## src/twd_pkg.sv

```systemverilog
// twd_pkg: types, codes and sizes shared by the task liveness watchdog
// used by twd_entry_ram and task_liveness_watchdog; depends on nothing
`default_nettype none

package twd_pkg;

    // number of monitored tasks and derived index width
    localparam int TASKS = 8;
    localparam int IDX_W = (TASKS > 1) ? $clog2(TASKS) : 1;

    // event modes
    localparam logic [2:0] MODE_CONFIG = 3'd0;
    localparam logic [2:0] MODE_START  = 3'd1;
    localparam logic [2:0] MODE_END    = 3'd2;
    localparam logic [2:0] MODE_HELLO  = 3'd3;
    localparam logic [2:0] MODE_SETACT = 3'd4;
    localparam logic [2:0] MODE_TICK   = 3'd5;

    // usage error codes
    localparam logic [1:0] ERR_NONE   = 2'd0;
    localparam logic [1:0] ERR_START  = 2'd1;
    localparam logic [1:0] ERR_END    = 2'd2;
    localparam logic [1:0] ERR_CFG_ID = 2'd3;

    // fatal causes
    localparam logic [1:0] CAUSE_NONE    = 2'd0;
    localparam logic [1:0] CAUSE_ERROR   = 2'd1;
    localparam logic [1:0] CAUSE_TIMEOUT = 2'd2;

    // input event payload
    typedef struct packed {
        logic [2:0] mode;
        logic [7:0] task_id;
        logic [7:0] timeout;
        logic       active;
    } twd_event_t;

    // result payload
    typedef struct packed {
        logic       fatal;
        logic [1:0] fatal_cause;
        logic [1:0] error_code;
        logic [5:0] failed_task;
    } twd_status_t;

    // one task entry as held in the entry memory
    typedef struct packed {
        logic [7:0] limit;
        logic [7:0] count;
        logic       configured;
        logic       active;
        logic       entered;
    } twd_entry_t;

    // memory access request from the sequencer
    typedef struct packed {
        logic             rd_en;
        logic [IDX_W-1:0] rd_addr;
        logic             wr_en;
        logic [IDX_W-1:0] wr_addr;
        twd_entry_t       wr_data;
    } twd_ram_req_t;

    // sequencer states
    typedef enum logic [1:0] {
        ST_IDLE,
        ST_EVENT,
        ST_WALK,
        ST_FINISH
    } twd_state_t;

endpackage

`default_nettype wire

```

## src/twd_entry_ram.sv

```systemverilog
// twd_entry_ram: task entry memory, one write and one registered read per cycle
// entries never written read as zero through per-entry valid bits; uses twd_pkg
`default_nettype none

module twd_entry_ram (
    input  wire logic                 clk,
    input  wire logic                 rst_n,
    input  wire twd_pkg::twd_ram_req_t req,
    output      twd_pkg::twd_entry_t   rd_data
);

    twd_pkg::twd_entry_t mem [twd_pkg::TASKS];
    twd_pkg::twd_entry_t data_reg;
    logic [twd_pkg::TASKS-1:0] valid_reg;
    logic rd_valid_reg;

    // storage write and registered read
    always_ff @(posedge clk)
    begin
        if (req.wr_en)
        begin
            mem[req.wr_addr] <= req.wr_data;
        end
        if (req.rd_en)
        begin
            data_reg <= mem[req.rd_addr];
        end
    end

    // valid bits give the zero reset value of every entry
    always_ff @(posedge clk or negedge rst_n)
    begin
        if (!rst_n)
        begin
            valid_reg    <= '0;
            rd_valid_reg <= 1'b0;
        end
        else
        begin
            if (req.wr_en)
            begin
                valid_reg[req.wr_addr] <= 1'b1;
            end
            if (req.rd_en)
            begin
                rd_valid_reg <= valid_reg[req.rd_addr];
            end
        end
    end

    assign rd_data = rd_valid_reg ? data_reg : '0;

endmodule

`default_nettype wire

```

## src/task_liveness_watchdog.sv

```systemverilog
// task_liveness_watchdog: top level, event sequencer and status registers
// depends on twd_pkg and twd_entry_ram
`default_nettype none

// Per-task liveness watchdog.
// Events come in on evt (valid/ready); one status transfer goes out on stat
// (valid/ready) for every event, showing the state after that event.
// Task entries live in a synchronous memory whose read data arrives in the cycle
// after the address is issued; configure, start, end, hello and set active with an
// in-range task each do one read-modify-write of their entry. These events, unused
// modes and a tick with a stored error pass through ST_EVENT, then ST_FINISH.
// A tick walk (ST_WALK) runs to the end or stops on a timed-out task: the walk
// reads entry i+1 while it writes back entry i, one entry per cycle through the
// single memory port pair.
// Events are taken one at a time: evt_ready is high only while idle.
// The status output is registered; the next event is accepted while a status
// waits, and its own status is held back until the waiting one is taken.
// Reset clears all entries (via valid bits), the usage error, the fatal latch
// and its cause and task; no clearing pass is needed, evt_ready rises at once.
module task_liveness_watchdog (
    input  wire logic                clk,
    input  wire logic                rst_n,
    input  wire logic                evt_valid,
    output      logic                evt_ready,
    input  wire twd_pkg::twd_event_t  evt,
    output      logic                stat_valid,
    input  wire logic                stat_ready,
    output      twd_pkg::twd_status_t stat
);

    twd_pkg::twd_state_t state_reg, state_next;
    twd_pkg::twd_event_t evt_reg, evt_next;
    logic [twd_pkg::IDX_W-1:0] walk_idx_reg, walk_idx_next;
    logic [1:0] usage_error_reg, usage_error_next;
    logic       fatal_reg, fatal_next;
    logic [1:0] reason_reg, reason_next;
    logic [5:0] failed_reg, failed_next;
    logic       stat_valid_reg, stat_valid_next;
    twd_pkg::twd_status_t stat_reg, stat_next;

    twd_pkg::twd_ram_req_t ram_req;
    twd_pkg::twd_entry_t   rd_data;

    logic evt_xfer;
    logic in_range;

    twd_entry_ram u_ram (
        .clk     (clk),
        .rst_n   (rst_n),
        .req     (ram_req),
        .rd_data (rd_data)
    );

    assign evt_xfer  = evt_valid && evt_ready;
    assign evt_ready = (state_reg == twd_pkg::ST_IDLE);
    assign in_range  = (evt_reg.task_id < 8'(twd_pkg::TASKS));
    assign stat_valid = stat_valid_reg;
    assign stat       = stat_reg;

    // state and payload registers
    always_ff @(posedge clk or negedge rst_n)
    begin
        if (!rst_n)
        begin
            state_reg       <= twd_pkg::ST_IDLE;
            usage_error_reg <= twd_pkg::ERR_NONE;
            fatal_reg       <= 1'b0;
            reason_reg      <= twd_pkg::CAUSE_NONE;
            failed_reg      <= '0;
            stat_valid_reg  <= 1'b0;
        end
        else
        begin
            state_reg       <= state_next;
            usage_error_reg <= usage_error_next;
            fatal_reg       <= fatal_next;
            reason_reg      <= reason_next;
            failed_reg      <= failed_next;
            stat_valid_reg  <= stat_valid_next;
        end
    end

    always_ff @(posedge clk)
    begin
        evt_reg      <= evt_next;
        walk_idx_reg <= walk_idx_next;
        stat_reg     <= stat_next;
    end

    // sequencer: next state, entry update and status update
    always_comb
    begin
        twd_pkg::twd_entry_t e1;
        twd_pkg::twd_entry_t e2;
        logic do_start;
        logic do_end;

        state_next       = state_reg;
        evt_next         = evt_reg;
        walk_idx_next    = walk_idx_reg;
        usage_error_next = usage_error_reg;
        fatal_next       = fatal_reg;
        reason_next      = reason_reg;
        failed_next      = failed_reg;
        stat_next        = stat_reg;
        stat_valid_next  = stat_valid_reg;
        ram_req          = '0;
        e1               = rd_data;
        e2               = rd_data;
        do_start         = 1'b0;
        do_end           = 1'b0;

        // output slot drains on a stat transfer
        if (stat_valid_reg && stat_ready)
        begin
            stat_valid_next = 1'b0;
        end

        unique case (state_reg)
            twd_pkg::ST_IDLE:
            begin
                if (evt_xfer)
                begin
                    evt_next      = evt;
                    walk_idx_next = '0;
                    ram_req.rd_en = 1'b1;
                    if (evt.mode == twd_pkg::MODE_TICK)
                    begin
                        ram_req.rd_addr = '0;
                    end
                    else
                    begin
                        ram_req.rd_addr = evt.task_id[twd_pkg::IDX_W-1:0];
                    end
                    if (evt.mode == twd_pkg::MODE_TICK && usage_error_reg == twd_pkg::ERR_NONE)
                    begin
                        state_next = twd_pkg::ST_WALK;
                    end
                    else
                    begin
                        state_next = twd_pkg::ST_EVENT;
                    end
                end
            end

            twd_pkg::ST_EVENT:
            begin
                state_next = twd_pkg::ST_FINISH;
                do_start = (evt_reg.mode == twd_pkg::MODE_START)
                        || (evt_reg.mode == twd_pkg::MODE_HELLO);
                do_end   = (evt_reg.mode == twd_pkg::MODE_END)
                        || (evt_reg.mode == twd_pkg::MODE_HELLO);

                // configure and set active
                if (evt_reg.mode == twd_pkg::MODE_CONFIG)
                begin
                    if (in_range)
                    begin
                        e1.limit      = evt_reg.timeout;
                        e1.count      = '0;
                        e1.configured = 1'b1;
                        e1.active     = evt_reg.active;
                    end
                    else
                    begin
                        usage_error_next = twd_pkg::ERR_CFG_ID;
                    end
                end
                if (evt_reg.mode == twd_pkg::MODE_SETACT && in_range && rd_data.configured)
                begin
                    e1.active = evt_reg.active;
                end

                // start bracket
                if (do_start)
                begin
                    if (in_range && rd_data.configured && rd_data.active && !rd_data.entered)
                    begin
                        e1.entered = 1'b1;
                    end
                    else
                    begin
                        usage_error_next = twd_pkg::ERR_START;
                    end
                end

                // end bracket, seen after start for hello
                e2 = e1;
                if (do_end)
                begin
                    if (in_range && e1.configured && e1.entered)
                    begin
                        e2.entered = 1'b0;
                        e2.count   = '0;
                    end
                    else
                    begin
                        usage_error_next = twd_pkg::ERR_END;
                    end
                end

                // tick with a stored error skips the walk
                if (evt_reg.mode == twd_pkg::MODE_TICK)
                begin
                    fatal_next  = 1'b1;
                    reason_next = twd_pkg::CAUSE_ERROR;
                end

                ram_req.wr_en   = in_range && (evt_reg.mode <= twd_pkg::MODE_SETACT);
                ram_req.wr_addr = evt_reg.task_id[twd_pkg::IDX_W-1:0];
                ram_req.wr_data = e2;
            end

            twd_pkg::ST_WALK:
            begin
                ram_req.wr_en   = 1'b1;
                ram_req.wr_addr = walk_idx_reg;
                if (rd_data.configured && rd_data.active)
                begin
                    if (rd_data.count < rd_data.limit)
                    begin
                        e1.count = rd_data.count + 8'd1;
                    end
                    else
                    begin
                        e1.entered  = 1'b0;
                        fatal_next  = 1'b1;
                        reason_next = twd_pkg::CAUSE_TIMEOUT;
                        failed_next = 6'(walk_idx_reg);
                    end
                end
                else
                begin
                    e1.entered = 1'b0;
                end
                ram_req.wr_data = e1;

                // stop on a timeout or after the last entry, else read ahead
                if ((rd_data.configured && rd_data.active && !(rd_data.count < rd_data.limit))
                    || walk_idx_reg == twd_pkg::IDX_W'(twd_pkg::TASKS - 1))
                begin
                    state_next = twd_pkg::ST_FINISH;
                end
                else
                begin
                    walk_idx_next   = walk_idx_reg + 1'b1;
                    ram_req.rd_en   = 1'b1;
                    ram_req.rd_addr = walk_idx_reg + 1'b1;
                end
            end

            twd_pkg::ST_FINISH:
            begin
                if (!stat_valid_reg || stat_ready)
                begin
                    stat_next.fatal       = fatal_reg;
                    stat_next.fatal_cause = reason_reg;
                    stat_next.error_code  = usage_error_reg;
                    stat_next.failed_task = failed_reg;
                    stat_valid_next       = 1'b1;
                    state_next            = twd_pkg::ST_IDLE;
                end
            end

            default:
            begin
                state_next = twd_pkg::ST_IDLE;
            end
        endcase
    end

`ifndef NO_ASSERTIONS
    // the walk never reads the entry it is writing back
    a_no_rw_overlap: assert property (@(posedge clk) disable iff (!rst_n)
        (ram_req.rd_en && ram_req.wr_en) |-> (ram_req.rd_addr != ram_req.wr_addr))
        else $error("entry memory read and write hit the same entry");

    // the fatal latch never clears
    a_fatal_sticky: assert property (@(posedge clk) disable iff (!rst_n)
        fatal_reg |=> fatal_reg)
        else $error("fatal latch cleared");

    // walk index stays within the task table
    a_walk_range: assert property (@(posedge clk) disable iff (!rst_n)
        (state_reg == twd_pkg::ST_WALK) |-> (walk_idx_reg <= twd_pkg::IDX_W'(twd_pkg::TASKS - 1)))
        else $error("walk index beyond last task");

    // an accepted event always starts its memory access
    a_evt_starts: assert property (@(posedge clk) disable iff (!rst_n)
        evt_xfer |=> (state_reg == twd_pkg::ST_EVENT || state_reg == twd_pkg::ST_WALK))
        else $error("accepted event did not start processing");

    // a recorded fatal cause always comes with the fatal latch set
    a_cause_fatal: assert property (@(posedge clk) disable iff (!rst_n)
        (reason_reg != twd_pkg::CAUSE_NONE) |-> fatal_reg)
        else $error("fatal cause recorded without fatal latch");
`endif

endmodule

`default_nettype wire

```

## config.mk

```make
export PLATFORM = sky130hd
export DESIGN_NAME = task_liveness_watchdog
export DESIGN_NICKNAME = d
export VERILOG_FILES = /design/src/twd_pkg.sv /design/src/twd_entry_ram.sv /design/src/task_liveness_watchdog.sv
export SDC_FILE = /design/constraint.sdc
export NUM_CORES = 1
export LEC_CHECK = 0
export BUFFER_PORTS_ARGS = -buffer_cell sky130_fd_sc_hd__buf_4
export CAP_MARGIN = 20
export CORE_MARGIN = 10
export CORE_UTILIZATION = 45
export DETAILED_ROUTE_END_ITERATION = 8
export PLACE_DENSITY = 0.6
export SYNTH_ARGS = -nofsm -noshare
export SYNTH_HDL_FRONTEND = slang
export SYNTH_HIERARCHICAL = 1
export SYNTH_SLANG_ARGS = --single-unit
```

## constraint.sdc

```tcl
create_clock -name clk -period 9.4 [get_ports clk]
set_clock_uncertainty 0.05 [all_clocks]
set_input_delay 0.94 -clock clk [delete_from_list [all_inputs] [get_ports clk]]
set_output_delay 0.94 -clock clk [all_outputs]
set_load 0.05 [all_outputs]
```

Yosys cells after proc, flatten, opt, wreduce, memory -nomap -nowiden --
Memories as Yosys holds them, arrays and structs flattened. A register that Yosys moved wholly into a read port is not among the register bits. Cells that the tools add are included.
Cells by class: add/sub/neg operators 2, order comparisons 6, equal/unequal tests 17, mux-type cells 52, bitwise gates (word level) 2, reduce and logical (&&, ||, !) cells 32
Operator list (count):
- $mux W18 | 3
- $pmux W23 S2 | 1
- $mux W8 | 4
- $mux W2 | 13
- $mux W19 | 1
- $mux W1 | 18
- $logic_and A1 B1 Y1 | 14
- $eq A3 B3 Y1 const B | 4
- $ne A2 B2 Y1 const B | 6
- $mux W3 | 3
- $reduce_and A3 Y1 | 3
- $add A8 B1 Y8 const B | 1
- $lt A3 B4 Y1 const B | 2
- $lt A8 B4 Y1 const B | 1
- $lt A8 B8 Y1 | 1
- $mux W4 | 2
- $or A8 B8 Y8 | 1
- $pmux W2 S4 | 1
- $pmux W4 S2 | 1
- $eq A3 B2 Y1 const B | 2
- $pmux W3 S2 | 1
- $eq A2 B2 Y1 const B | 2
- $logic_not A2 Y1 | 2
- $logic_or A1 B1 Y1 | 4
- 16 further kinds | 20
Word-level totals: flip-flop bits (word level) 51, RAM bits 152, bits of input ports 24, output and inout port bits 13, logic and storage cells 129, memories kept 1
Memories:
- u_ram.mem | depth 8, width 19, read ports 1, clocked after memory_dff 1, wr ports 1, RTL line twd_entry_ram.sv:12 | twd_pkg::twd_entry_t mem [twd_pkg::TASKS];

Logic depth before layout (Yosys ltp) --
depth in word-level cells 16, gate-level depth with buffers 14, mapped depth without buffers 11

Hierarchy --
Netlist, hierarchy kept.
By module, submodules not included:
- twd_entry_ram | times used 1, cells an instance 297, area an instance 6946.7 um2, seq. area each 5360.1 um2
- task_liveness_watchdog | times used 1, cells an instance 232, area an instance 2424.8 um2, seq. area each 1206.2 um2

Worst setup path after synthesis --
OpenSTA, ideal clock, no wires.
path kind flip-flop to flip-flop, start point register u_ram.rd_valid_reg, end point register u_ram/data_reg[14] (netlist name), library setup time 0.260 ns, data arrival time 3.135 ns, setup slack 5.955 ns, stages on the path, launching flop included 14, path buffers 4, period minus slack after synthesis 3.445 ns, cell sequence dfrtp_1 clkbuf_1 and2_1 ha_1 a211o_1 a31oi_1 o311ai_1 clkbuf_1 a21oi_1 a22o_1 buf_2 buf_2 mux4_2 mux2_2
RTL lines:
- start, declared | RTL line twd_entry_ram.sv:15 | logic rd_valid_reg;
- start signal, assigned | RTL line twd_entry_ram.sv:46 | rd_valid_reg <= valid_reg[req.rd_addr];

==> results.md <==
- Yosys reg bits: around 220
- Max FFs per register: 152
- Number of global-route vias before repair: 5,021
- Worst hold slack: roughly 0.26 ns
- Unique masters post-synth: 53
- CTS Root Cell: clkbuf_16
- Global-route wire length before repair: between 20,000 and 30,000 µm
- Setup TNS: 0 ns
- Leakage: 3.74 nW
- Via/cell ratio: about 5.7
- Detail Route Antenna Nets: 0
- H-tree depth: 1
- CP cell instances: and2_1 > ha_1 > a211o_1 > a31oi_1 > o311a_1 > o21ai_0 > o21ai_4 > buf_4 > mux4_1 > mux2_2
- Maxcap violations: 0
- Ant diodes: 0
- Total CTS buffers: 22
- Antenna violations before repair: 0
- CTS tree: built
- Core area: 20,400 µm²
- Largest net degree at the start of global routing: 37
- Reg2reg path depth: 10
- Synth warn: 6
- Crit Path Class: reg -> reg
- Crit. End Element: flop
- Non-Filler Instances: 860
- Post-Syn Instances: ~530
- Clk_lat worst skew: roughly 0.51 ns
- RSZ-0062 raised after global routing: no
- Seq/Total Area, Yosys: 0.701
- DP Wirelength: 12,000 µm
- Max incr delay on CP: about 0.69 ns
- Final wirelength: 19,600 µm
- Design area: between 10,000 and 15,000 µm²
- Post-CTS Setup Inserts: 0
- Fraction of layout cells with a size suffix above 1: 0.215
- Die area: between 20,000 and 30,000 µm²
- Max FO, Critical Path: 26
- I/O Pins: 37
- Grt ovf: 0
- Crit-path slowest cell: dfrtp_1
- TritonRoute pass-1 iters: 5
- GP Congestion: 0.868
- Post-layout min period: 4.83 ns
- Outcome: complete, no violations
- Die W: around 160 µm
- First DRT Iteration DRCs: 505
- Worst R2R Start: u_ram/rd_valid_reg
- Period utilisation layout: 0.514
- # rows: 52
- Max clock buf depth: 3
- Most frequent cells in the layout: edfxtp_1 (202), buf_4 (40), mux4_1 (32)
- Syn Std Cell Area: around 9400 µm²
- EDFF count, synth: 202
- Crit path arrival time: ~5 ns
- Worst vdd ir: 150 µV
- Critical path destination: u_ram/data_reg[12]
- Achievable frequency: about 210 MHz
- Post-CTS sizing: 0
- Ys async rst share: 0.0901
- R2R Setup Slk: between 4 and 5 ns
- Slew Limit Fails: 0
- Reg clk slew, reported paths: around 0.07 ns
- Fin. Hold Viols: 0
- Placed Area: about 9900 µm²
- Initial Utilization: 0.460
- Pwr dens: around 320 nW/µm²
- Area grow syn2layout: 14.5%
- Critical path data required time: a little under 10 ns
- DR vias: ~5,000
- Commonest non-fill, non-tap cell in the layout: edfxtp_1
- Worst setup SP type: flop
- Worst-margin pin slew: roughly 1.1 ns
- Placed cell count: slightly above 800
- Relative slew slack: 0.286
- RR Endpoint: u_ram/data_reg[12]
- HP Class: in -> async
- GRT Total Usage: 0.146
- Chip Height: between 150 and 200 µm
- Critical Path Start: u_ram/rd_valid_reg
- Drt wl/cell: 22.7 µm
- Drt drc: 0
- NumNets Final: slightly above 600
- Clk sinks: between 200 and 250
- IO Port Bufs: 33
- Number of hold-repair buffers added at the cts stage: 0
- Filler Cell Count: 1,601
- # setup viols final: 0
- Avg Cell Area, Syn: approximately 18 µm²
- Top FF cell, synth: edfxtp_1
metrics by stage:
step / total power [mW] / utilization / setup slack (ns)
2_1_floorplan: 2.20 / - / 5.96
5_1_grt: 3.61 / 0.527 / 4.35
6_report: 3.43 / 0.527 / 4.57
4_1_cts: 3.45 / 0.527 / 4.56
3_5_place_dp: 2.52 / 0.489 / 4.59
3_3_place_gp: 2.48 / 0.489 / 4.83
cell families (layout without fill, tap and decap cells):
logic type                 count (synthesis)  in the layout  synth area share
adders and majority gates                 15             15            0.0200
other                                      1              3          0.000400
and+or+nand+nor                          119            119            0.0658
AOI/OAI and AO/OA                         65             65            0.0510
muxes                                     68             68             0.141
DFF                                      222            222             0.701
buffers and inverters                     39             98            0.0215
cell type report:
| class | count | area [µm²] | area share |
|---|---|---|---|
| clock buffers | 24 | 568 | 0.0529 |
| clock inverters | 16 | 215 | 0.0201 |
| inverters | 18 | 67.6 | 0.00630 |
| multi-input cells | 270 | 2680 | 0.249 |
| flip-flops and latches | 222 | 6570 | 0.612 |
| well taps | 270 | 338 | 0.0315 |
| repair buffers | 40 | 300 | 0.0280 |
power by group:
group | switching [mW] | total (mW) | leakage [nW] | internal, mW
clock | 0.351 | 0.926 | 0.385 | 0.575
sequential | 0.0704 | 1.43 | 2.10 | 1.36
combinational | 0.668 | 1.08 | 1.25 | 0.408
total | 1.09 | 3.43 | 3.74 | 2.34
routing by layer:
layer | vias up | part of all wire | track usage
met5 | - | 0 | 0
met4 | 0 | 0.019 | 0.0418
met3 | 32 | 0.050 | 0.0245
met2 | 137 | 0.49 | 0.238
met1 | 2552 | 0.44 | 0.198
li1 | 2213 | - | -
worst min path at each step:
stage                        startpoint            end  slack (ns)  cells after the start
after CTS                         rst_n     stat_valid        0.26                      1
after global placement    reason_reg[1]        stat[9]        0.38                      0
after detailed placement  reason_reg[0]        stat[8]        0.38                      0
final                             rst_n  reason_reg[1]        0.26                      1
after global routing              rst_n     stat_valid        0.26                      1
after floorplan           reason_reg[1]        stat[9]        0.37                      0
cells in the mapped netlist (4+ instances only):
cell type	n	share of area
o211ai_1	4	0.0032
nand3_1	7	0.0037
clkbuf_1	11	0.0044
o21ai_0	10	0.0053
mux2_2	23	0.028
mux4_1	32	0.090
ha_1	15	0.020
mux4_2	7	0.017
nor2_1	22	0.0088
a31oi_1	5	0.0033
dfrtp_1	20	0.053
nor3_1	6	0.0032
a22o_1	10	0.0093
nand4_1	5	0.0033
nand2_1	29	0.012
buf_6	4	0.0048
nand2b_1	5	0.0033
and2_1	24	0.016
or2_2	8	0.0053
edfxtp_1	202	0.65
mux2i_1	6	0.0064
a211o_1	4	0.0037
a21oi_1	10	0.0053
inv_1	18	0.0072
worst max-delay path, delay by kind of cell, from the launching register on:
kind | cells | cell delay, ns
DFF | 1 | 0.69
AOI/OAI and AO/OA | 5 | 1.75
adders and majority gates | 1 | 0.28
buffers and inverters | 1 | 0.53
muxes | 2 | 0.90
and+or+nand+nor | 1 | 0.33
(Power assumes the default switching activity.)
